==> src/lfu_pkg.sv <==
// ---------------------------------------------------------------------------
// lfu_pkg
// shared constants and types for the lfu page replacement block
// ---------------------------------------------------------------------------
package lfu_pkg;

  localparam int FRAME_SLOTS = 8;
  localparam int PAGE_BITS   = 16;
  localparam int CNT_W       = 16;
  localparam int TIME_W      = 32;
  localparam int CFG_W       = 4;
  localparam int SLOT_W      = (FRAME_SLOTS > 1) ? $clog2(FRAME_SLOTS) : 1;
  localparam int NUM_W       = $clog2(FRAME_SLOTS + 1) + 1;

  typedef logic [PAGE_BITS-1:0] page_t;
  typedef logic [SLOT_W-1:0]    slot_t;
  typedef logic [CNT_W-1:0]     cnt_t;
  typedef logic [TIME_W-1:0]    time_t;
  typedef logic [NUM_W-1:0]     num_t;

  // search word that walks the cell row, one cell per cycle
  typedef struct packed {
    logic  vld;
    page_t page;
    num_t  n;
    logic  found;
    slot_t hit_slot;
    logic  empty_found;
    slot_t empty_slot;
    logic  best_set;
    slot_t best_slot;
    cnt_t  best_count;
    time_t best_last;
    page_t best_page;
  } scan_t;

  // write command broadcast to all cells
  typedef struct packed {
    logic  we;
    logic  load;
    slot_t slot;
    page_t page;
    time_t idx;
  } upd_t;

endpackage

==> src/lfu_page_replacement.sv <==
// ---------------------------------------------------------------------------
// lfu_page_replacement
// least-frequently-used page replacement with least-recently-used tie break
// ---------------------------------------------------------------------------
//
//   channel    | ports                                          | flow
//   -----------+------------------------------------------------+--------------
//   reference  | start, busy, page_number                       | start & !busy
//   result     | done, hit, slot, evicted, evicted_page,        | done strobe,
//              | fault_total                                    | one cycle
//   config     | cfg_we, frames_in_use                          | cfg_we
//
// in a reference beat the search word walks the row of frame cells one cell
// per cycle, the decision on the tail word writes the chosen frame at the
// edge that raises done, and done is high in the beat's last cycle.
// busy drops at the edge that raises done, so the next beat can be accepted
// at the edge that ends the done cycle.
// rst is synchronous: all frames empty, counters zero, frames_in_use back to
// its full count. done cannot be held off; the receiver takes it as it comes.
// ---------------------------------------------------------------------------
module lfu_page_replacement (
  input  logic        clk,
  input  logic        rst,
  input  logic        start,
  output logic        busy,
  input  logic [15:0] page_number,
  input  logic        cfg_we,
  input  logic [3:0]  frames_in_use,
  output logic        done,
  output logic        hit,
  output logic [2:0]  slot,
  output logic        evicted,
  output logic [15:0] evicted_page,
  output logic [31:0] fault_total
);

  // configuration register
  logic [lfu_pkg::CFG_W-1:0] frames_cfg;
  lfu_pkg::num_t             n_active;

  // running counters
  lfu_pkg::time_t ref_index;
  logic [31:0]    fault_count;
  logic [31:0]    fault_count_next;

  // cell row
  lfu_pkg::scan_t chain [lfu_pkg::FRAME_SLOTS+1];
  lfu_pkg::scan_t scan_head;
  lfu_pkg::scan_t tail;
  lfu_pkg::upd_t  upd;

  // decision on the tail word
  logic           dec_hit;
  lfu_pkg::slot_t dec_slot;
  logic           dec_evict;
  lfu_pkg::page_t dec_old;

  logic accept;

  assign accept = start && !busy;

  // zero acts as one frame, anything past the row acts as the whole row
  always_comb begin
    if (frames_cfg == '0) begin
      n_active = lfu_pkg::num_t'(1);
    end else if (lfu_pkg::num_t'(frames_cfg) > lfu_pkg::num_t'(lfu_pkg::FRAME_SLOTS)) begin
      n_active = lfu_pkg::num_t'(lfu_pkg::FRAME_SLOTS);
    end else begin
      n_active = lfu_pkg::num_t'(frames_cfg);
    end
  end

  always_ff @(posedge clk) begin
    if (rst) begin
      frames_cfg <= lfu_pkg::CFG_W'(lfu_pkg::FRAME_SLOTS);
    end else if (cfg_we) begin
      frames_cfg <= frames_in_use;
    end
  end

  // launch the search word into cell zero
  always_comb begin
    scan_head             = '0;
    scan_head.vld         = 1'b1;
    scan_head.page        = lfu_pkg::page_t'(page_number);
    scan_head.n           = n_active;
  end

  always_ff @(posedge clk) begin
    if (rst) begin
      chain[0].vld <= 1'b0;
    end else if (accept) begin
      chain[0] <= scan_head;
    end else begin
      chain[0].vld <= 1'b0;
    end
  end

  for (genvar i = 0; i < lfu_pkg::FRAME_SLOTS; i++) begin : g_cell
    lfu_cell u_cell (
      .clk      (clk),
      .rst      (rst),
      .slot_id  (lfu_pkg::slot_t'(i)),
      .scan_in  (chain[i]),
      .upd      (upd),
      .scan_out (chain[i+1])
    );
  end

  assign tail = chain[lfu_pkg::FRAME_SLOTS];

  // hit first, then the lowest empty frame, then the least used victim
  always_comb begin
    dec_hit   = tail.found;
    dec_evict = 1'b0;
    dec_old   = '0;
    if (tail.found) begin
      dec_slot = tail.hit_slot;
    end else if (tail.empty_found) begin
      dec_slot = tail.empty_slot;
    end else begin
      dec_slot  = tail.best_slot;
      dec_evict = 1'b1;
      dec_old   = tail.best_page;
    end
  end

  always_comb begin
    upd.we   = tail.vld;
    upd.load = !dec_hit;
    upd.slot = dec_slot;
    upd.page = tail.page;
    upd.idx  = ref_index;
  end

  always_comb begin
    fault_count_next = fault_count;
    if (!dec_hit && (fault_count != '1)) begin
      fault_count_next = fault_count + 32'd1;
    end
  end

  always_ff @(posedge clk) begin
    if (rst) begin
      busy        <= 1'b0;
      done        <= 1'b0;
      ref_index   <= '0;
      fault_count <= '0;
    end else begin
      done <= tail.vld;
      if (accept) begin
        busy <= 1'b1;
      end else if (tail.vld) begin
        busy <= 1'b0;
      end
      if (tail.vld) begin
        fault_count <= fault_count_next;
        if (ref_index != '1) begin
          ref_index <= ref_index + lfu_pkg::time_t'(1);
        end
      end
    end
  end

  // result payload, held until the next beat
  always_ff @(posedge clk) begin
    if (tail.vld) begin
      hit          <= dec_hit;
      slot         <= 3'(dec_slot);
      evicted      <= dec_evict;
      evicted_page <= 16'(dec_old);
      fault_total  <= fault_count_next;
    end
  end

endmodule

==> src/lfu_cell.sv <==
// ---------------------------------------------------------------------------
// lfu_cell
// one page frame: holds its page, count and last use, merges its view into
// the passing search word and registers it toward the next cell
// ---------------------------------------------------------------------------
module lfu_cell (
  input  logic           clk,
  input  logic           rst,
  input  lfu_pkg::slot_t slot_id,
  input  lfu_pkg::scan_t scan_in,
  input  lfu_pkg::upd_t  upd,
  output lfu_pkg::scan_t scan_out
);

  lfu_pkg::page_t page;
  logic           valid;
  lfu_pkg::cnt_t  count;
  lfu_pkg::time_t last;
  lfu_pkg::scan_t scan_next;
  logic           in_range;
  logic           mine;

  assign in_range = lfu_pkg::num_t'(slot_id) < scan_in.n;
  assign mine     = upd.we && (upd.slot == slot_id);

  always_comb begin
    scan_next = scan_in;
    if (in_range) begin
      if (valid && (page == scan_in.page) && !scan_in.found) begin
        scan_next.found    = 1'b1;
        scan_next.hit_slot = slot_id;
      end
      if (!valid && !scan_in.empty_found) begin
        scan_next.empty_found = 1'b1;
        scan_next.empty_slot  = slot_id;
      end
      // lowest count, then earliest last use; lower slot wins a full tie
      if (valid && (!scan_in.best_set || (count < scan_in.best_count) ||
                    ((count == scan_in.best_count) && (last < scan_in.best_last)))) begin
        scan_next.best_set   = 1'b1;
        scan_next.best_slot  = slot_id;
        scan_next.best_count = count;
        scan_next.best_last  = last;
        scan_next.best_page  = page;
      end
    end
  end

  always_ff @(posedge clk) begin
    if (rst) begin
      scan_out.vld <= 1'b0;
    end else begin
      scan_out <= scan_next;
    end
  end

  always_ff @(posedge clk) begin
    if (rst) begin
      valid <= 1'b0;
      count <= '0;
      last  <= '0;
    end else if (mine) begin
      last <= upd.idx;
      if (upd.load) begin
        valid <= 1'b1;
        count <= lfu_pkg::cnt_t'(1);
      end else if (count != '1) begin
        count <= count + lfu_pkg::cnt_t'(1);
      end
    end
  end

  always_ff @(posedge clk) begin
    if (mine && upd.load) begin
      page <= upd.page;
    end
  end

endmodule

==> config.mk <==
export PLATFORM = sky130hd
export DESIGN_NAME = lfu_page_replacement
export DESIGN_NICKNAME = d
export VERILOG_FILES = /design/src/lfu_pkg.sv /design/src/lfu_page_replacement.sv /design/src/lfu_cell.sv
export SDC_FILE = /design/constraint.sdc
export NUM_CORES = 2
export LEC_CHECK = 0
export ABC_AREA = 1
export BUFFER_PORTS_ARGS = -buffer_cell sky130_fd_sc_hd__buf_2
export CORE_ASPECT_RATIO = 1.25
export CORE_MARGIN = 8
export CORE_UTILIZATION = 60
export DETAILED_ROUTE_END_ITERATION = 12
export PLACE_DENSITY = 0.76
export SLEW_MARGIN = 30
export SYNTH_ARGS = -nofsm -noshare
export SYNTH_HDL_FRONTEND = slang
export SYNTH_SLANG_ARGS = --single-unit
==> constraint.sdc <==
create_clock -name clk -period 54.9 [get_ports clk]
set_input_delay 2.745 -clock clk [delete_from_list [all_inputs] [get_ports clk]]
set_output_delay 2.745 -clock clk [all_outputs]
set_load 0.01 [all_outputs]
== Yosys cells after proc, flatten, opt, wreduce, memory -nomap -nowiden ==
Index checks and enable logic that the tools add are counted.
W data, S select, Z words.
Operators by class
  equality and inequality tests: 40
  magnitude comparators: 23
  shifts and indexed selects: 0
  bitwise logic cells: 2
  add/subtract/negate cells: 10
  div/mod/pow operators: 0
  reduce and logical (&&, ||, !) cells: 122
  muxes and demuxes: 55
  multipliers: 0
Operators by type and width (count)
  $mux W68: 8
  $mux W76: 7
  $mux W16: 16
  $eq A16 B16 Y1: 15
  $lt A32 B32 Y1: 7
  $add A16 B1 Y16 const B: 8
  $ne A16 B16 Y1 const B: 8
  $lt A16 B16 Y1: 7
  $mux W4: 17
  $add A32 B1 Y32 const B: 2
  $ne A32 B32 Y1 const B: 2
  $logic_and A1 B1 Y1: 54
  $reduce_and A2 Y1: 19
  $mux W32: 1
  $logic_not A1 Y1: 30
  $lt A3 B5 Y1 const A: 4
  $ne A2 B2 Y1 const B: 8
  $logic_or A1 B1 Y1: 14
  $eq A3 B3 Y1 const B: 4
  $lt A1 B5 Y1 const A: 2
  $lt A2 B5 Y1 const A: 2
  $eq A3 B2 Y1 const B: 2
  $mux W3: 2
  $gt A4 B4 Y1 const B: 1
  7 further kinds: 12
Storage, ports and cells
  memories kept: 0
  RAM bits: 0
  input port bits: 24
  ROM bits: 0
  register bits after elaboration: 1395
  latch bits: 0
  output and inout bits: 55
  word-level logic and storage cells: 390

== Depth between registers and ports, before layout ==
  depth after elaboration: 6
  mapped depth: 18
  mapped depth without buffers: 16

== Cells and area by module ==
From an unflattened synthesis, not the netlist that was laid out.
Unflattened totals
  cells, all modules: 8055
  area total of the unflattened synthesis: 71483.6 um2
By module, submodules not included
  lfu_cell at g_cell[0].u_cell ...: times used 7, seq. area each 4394.2 um2, cells each 885, area each 8026.4 um2
  lfu_cell at g_cell[3].u_cell: times used 1, seq. area each 4394.2 um2, cells each 889, area each 8057.7 um2
  lfu_page_replacement: times used 1, seq. area each 3613.5 um2, cells each 971, area each 7240.7 um2

== Least setup slack after synthesis ==
Ideal clock, no wire load.
  path kind: input port to flip-flop
  from: input rst
  to: register g_cell[3].u_cell.last[18]
  slack: 30.812 ns
  required time: 54.764 ns
  cell stages on the path: 6
  path buffers: 3
  setup time: 0.136 ns
  data arrival time: 23.953 ns
  cell sequence: inv_1 -> buf_2 -> clkbuf_1 -> clkbuf_1 -> o21ai_0 -> nor2_1
RTL lines
  start, declared: line lfu_page_replacement.sv:23  | input logic rst,
  end signal, assigned: line lfu_cell.sv:63  | last <= upd.idx;
  end, declared: line lfu_cell.sv:18  | lfu_pkg::time_t last;

==> out/metrics.cfg <==
[route]
drc_errors=0
routedWlPerCell_um=16.7
drt-initial-drc-count=4192
finalWirelength_um=142000
routed_via_density=5.60
ant_nets=0
drt_pass1_iterations=6
vias=47400

[clock_tree]
htree_levels=4
cts_tree=done
cts-root-buf=clkbuf_16
ctsResizeCount=0
holdBufCountCts=0
path_clk_slew_ns=0.06
cts_sinks=1363
clk_latency_ns=0.76
post-cts-setup-buffers=0
clock_path_buffers=3
cts_buffers=134

[synth]
synth.distinct_cells=50
ys_async_sr_fraction_pct=0
synthFlopType=edfxtp_1
yosysTopAreaCell=edfxtp_1
syn-num-nets=7306
yosysMostFrequentCell=nand2_1
synth.area.top_cells=edfxtp_1, dfxtp_1, nand2_1
synth-seq-cells=1363
yosysWarnings=0
synth_edf_count=892
synth_top_area_share_pct=41.9
syn_area_mm2=0.0639
syn_avg_cell_area_um2=9.21
synthCells=6943
yosysSeqAreaShare_pct=56.6
synth_commonest_cells=nand2_1, edfxtp_1, inv_1

[timing]
rsz0062_at_grt=no
fmax_ghz=0.194
post-route-period-util_pct=9.37
fin_tns_setup_ns=0
setup_violations=0
worst_slew_pin_slew_ns=0.970
drv_slew=0
finClkSkew_ns=0.0239
slew_headroom_pct=35.3
hold_viol_final=0
finalCriticalPeriod_ns=5.15

[worst_setup_path]
r2r-start=g_cell[7].u_cell.scan_out[75]
critPathMaxStageDelay_ns=0.86
critPathArrivalTime_ns=5.83
end_kind=flip-flop
crit_family=buffers and inverters
path_cells=buf_4 > clkinv_8 > buf_4 > buf_4 > nand2_1 > inv_1 > o21ai_0 > a21oi_1
crit_type=in -> reg
required_ns=55.59
cp_common_cell=buf_4
cp_max_fo=161
r2r-end=g_cell[4].u_cell.count[12]
r2r_setup_slack_ns=50.59
worst_path_max_delay_cell=buf_4
r2r_cells=12
startpoint_type=primary input
path_buf_inv=5

[worst_hold_path]
holdPathEnd=g_cell[1].u_cell.scan_out[97]
hold_path_class=reg -> reg
holdPathStages=2
hold_start=g_cell[0].u_cell.scan_out[97]

[outcome]
status=finished clean

[final_layout]
nets=7279
diodes=0
area_growth_syn_to_layout_pct=9.32
final_area_mm2=0.0699
utilization_pct=65.8
drive_above_1_share_pct=6.15

[floorplanning]
start_util_pct=60.2
die_x_um=308
coreArea_mm2=0.106
die_h_um=381
rows=134
io_pins=79
dieArea_mm2=0.117

[global_routing]
grt_pass1_wl_um=230000
grt_overflow_total=0
antenna_found_initial=0
grt.total_usage_pct=23.7
grt_pass1_vias=45200
grt_max_degree=214

[power]
ir_drop_v=0.0000324
p_leak_uw=0.0297
power.density_mw_per_mm2=30.4

[run]
maxCapViolations=0

[place]
dp_hpwl_um=97500
gp_congestion=0.912
io_buffers=78
placed_area_mm2=0.0654

[through the flow]
| step | total power (uW) | hold WS [ns] | setup WS [ns] | cells |
|---|---|---|---|---|
| floorplan | 1220 | 0.388 | 30.81 | 6943 |
| global placement | 1220 | 0.387 | 48.91 | 8207 |
| detailed placement | 1230 | 0.392 | 48.86 | 8207 |
| CTS | 2140 | 0.401 | 49.68 | 8456 |
| global route | 2190 | 0.414 | 49.56 | 8457 |
| finish | 2120 | 0.398 | 49.75 | 8457 |
[how the worst max path moves through the flow]
stage          startpoint                         end  depth (start not counted)
2_1_floorplan         rst   g_cell[3].u_cell.last[18]                          6
3_3_place_gp          rst  g_cell[6].u_cell.count[10]                          8
3_5_place_dp          rst  g_cell[6].u_cell.count[10]                          8
4_1_cts               rst  g_cell[6].u_cell.count[10]                          8
5_1_grt               rst   g_cell[7].u_cell.count[4]                          8
6_report              rst   g_cell[7].u_cell.count[3]                          8
[sequential cells by signal, summed over array words and instances, names as in the netlist, 3 cells and up]
name,cells
frames_cfg,4
g_cell.u_cell.count,128
g_cell.u_cell.scan_out,699
g_cell.u_cell.last,256
fault_total,32
slot,3
chain,21
fault_count,32
g_cell.u_cell.page,128
ref_index,32
evicted_page,16
g_cell.u_cell.valid,8
[kinds of logic after synthesis]
logic type | after synthesis | synth area share (%)
adder cells (fa/ha/maj) | 339 | 6.63
XOR/XNOR | 145 | 1.99
AND/OR/NAND/NOR | 2899 | 19.1
AO/OA/AOI/OAI | 1082 | 8.87
flip-flops | 1363 | 56.6
buffers and inverters | 1115 | 6.74
[placed cells by master, fill, tap and decap left out, types with 19 or more instances in the layout]
master	n
a21oi_1	558
a31oi_1	19
buf_2	77
buf_4	41
clkbuf_1	21
clkbuf_16	137
clkinv_1	37
clkinv_2	30
dfxtp_1	470
edfxtp_1	892
ha_1	339
inv_1	793
nand2_1	1589
nand3_1	553
nand4_1	85
nor2_1	446
nor2_4	20
nor3_1	87
nor4_1	43
o21ai_0	417
or2_2	23
xnor2_1	42
xor2_1	103
[where the power goes]
| group | switching [uW] | leakage (uW) | internal (uW) |
|---|---|---|---|
| registers | 16.3 | 0.0124 | 1120 |
| clock network | 400 | 0.00217 | 518 |
| logic | 45.1 | 0.0151 | 19.8 |
| total | 461 | 0.0297 | 1660 |
[worst register-to-register path: stages, from the launching register on]
cell and delay (ns):
edfxtp_1 0.63, inv_2 0.21, buf_4 0.52, nand2_1 0.33, o21ai_2 0.19, nand2_1 0.30
nor2_4 0.18, buf_4 0.51, inv_1 0.34, nor2_4 0.56, nor2_2 0.16, o21ai_1 0.17
a21oi_1 0.09
[layout make-up]
class | count | area, um2
multi-input cells | 4465 | 23600
flip-flops and latches | 1363 | 36200
fillers | 8320 | 36400
repair buffers | 123 | 774
clock inverters | 79 | 766
well taps | 1428 | 1790
inverters | 829 | 3120
clock buffers | 170 | 3660
[metal layers]
layer | track usage, % | vias up | wire (um)
met5 | 0 | - | 0
met4 | 8.86 | 0 | 4840
met3 | 3.22 | 315 | 8500
met2 | 39.4 | 1586 | 67000
met1 | 31.7 | 22200 | 61200
li1 | - | 23300 | -
No activity file was read; power rests on OpenSTA's default activity.
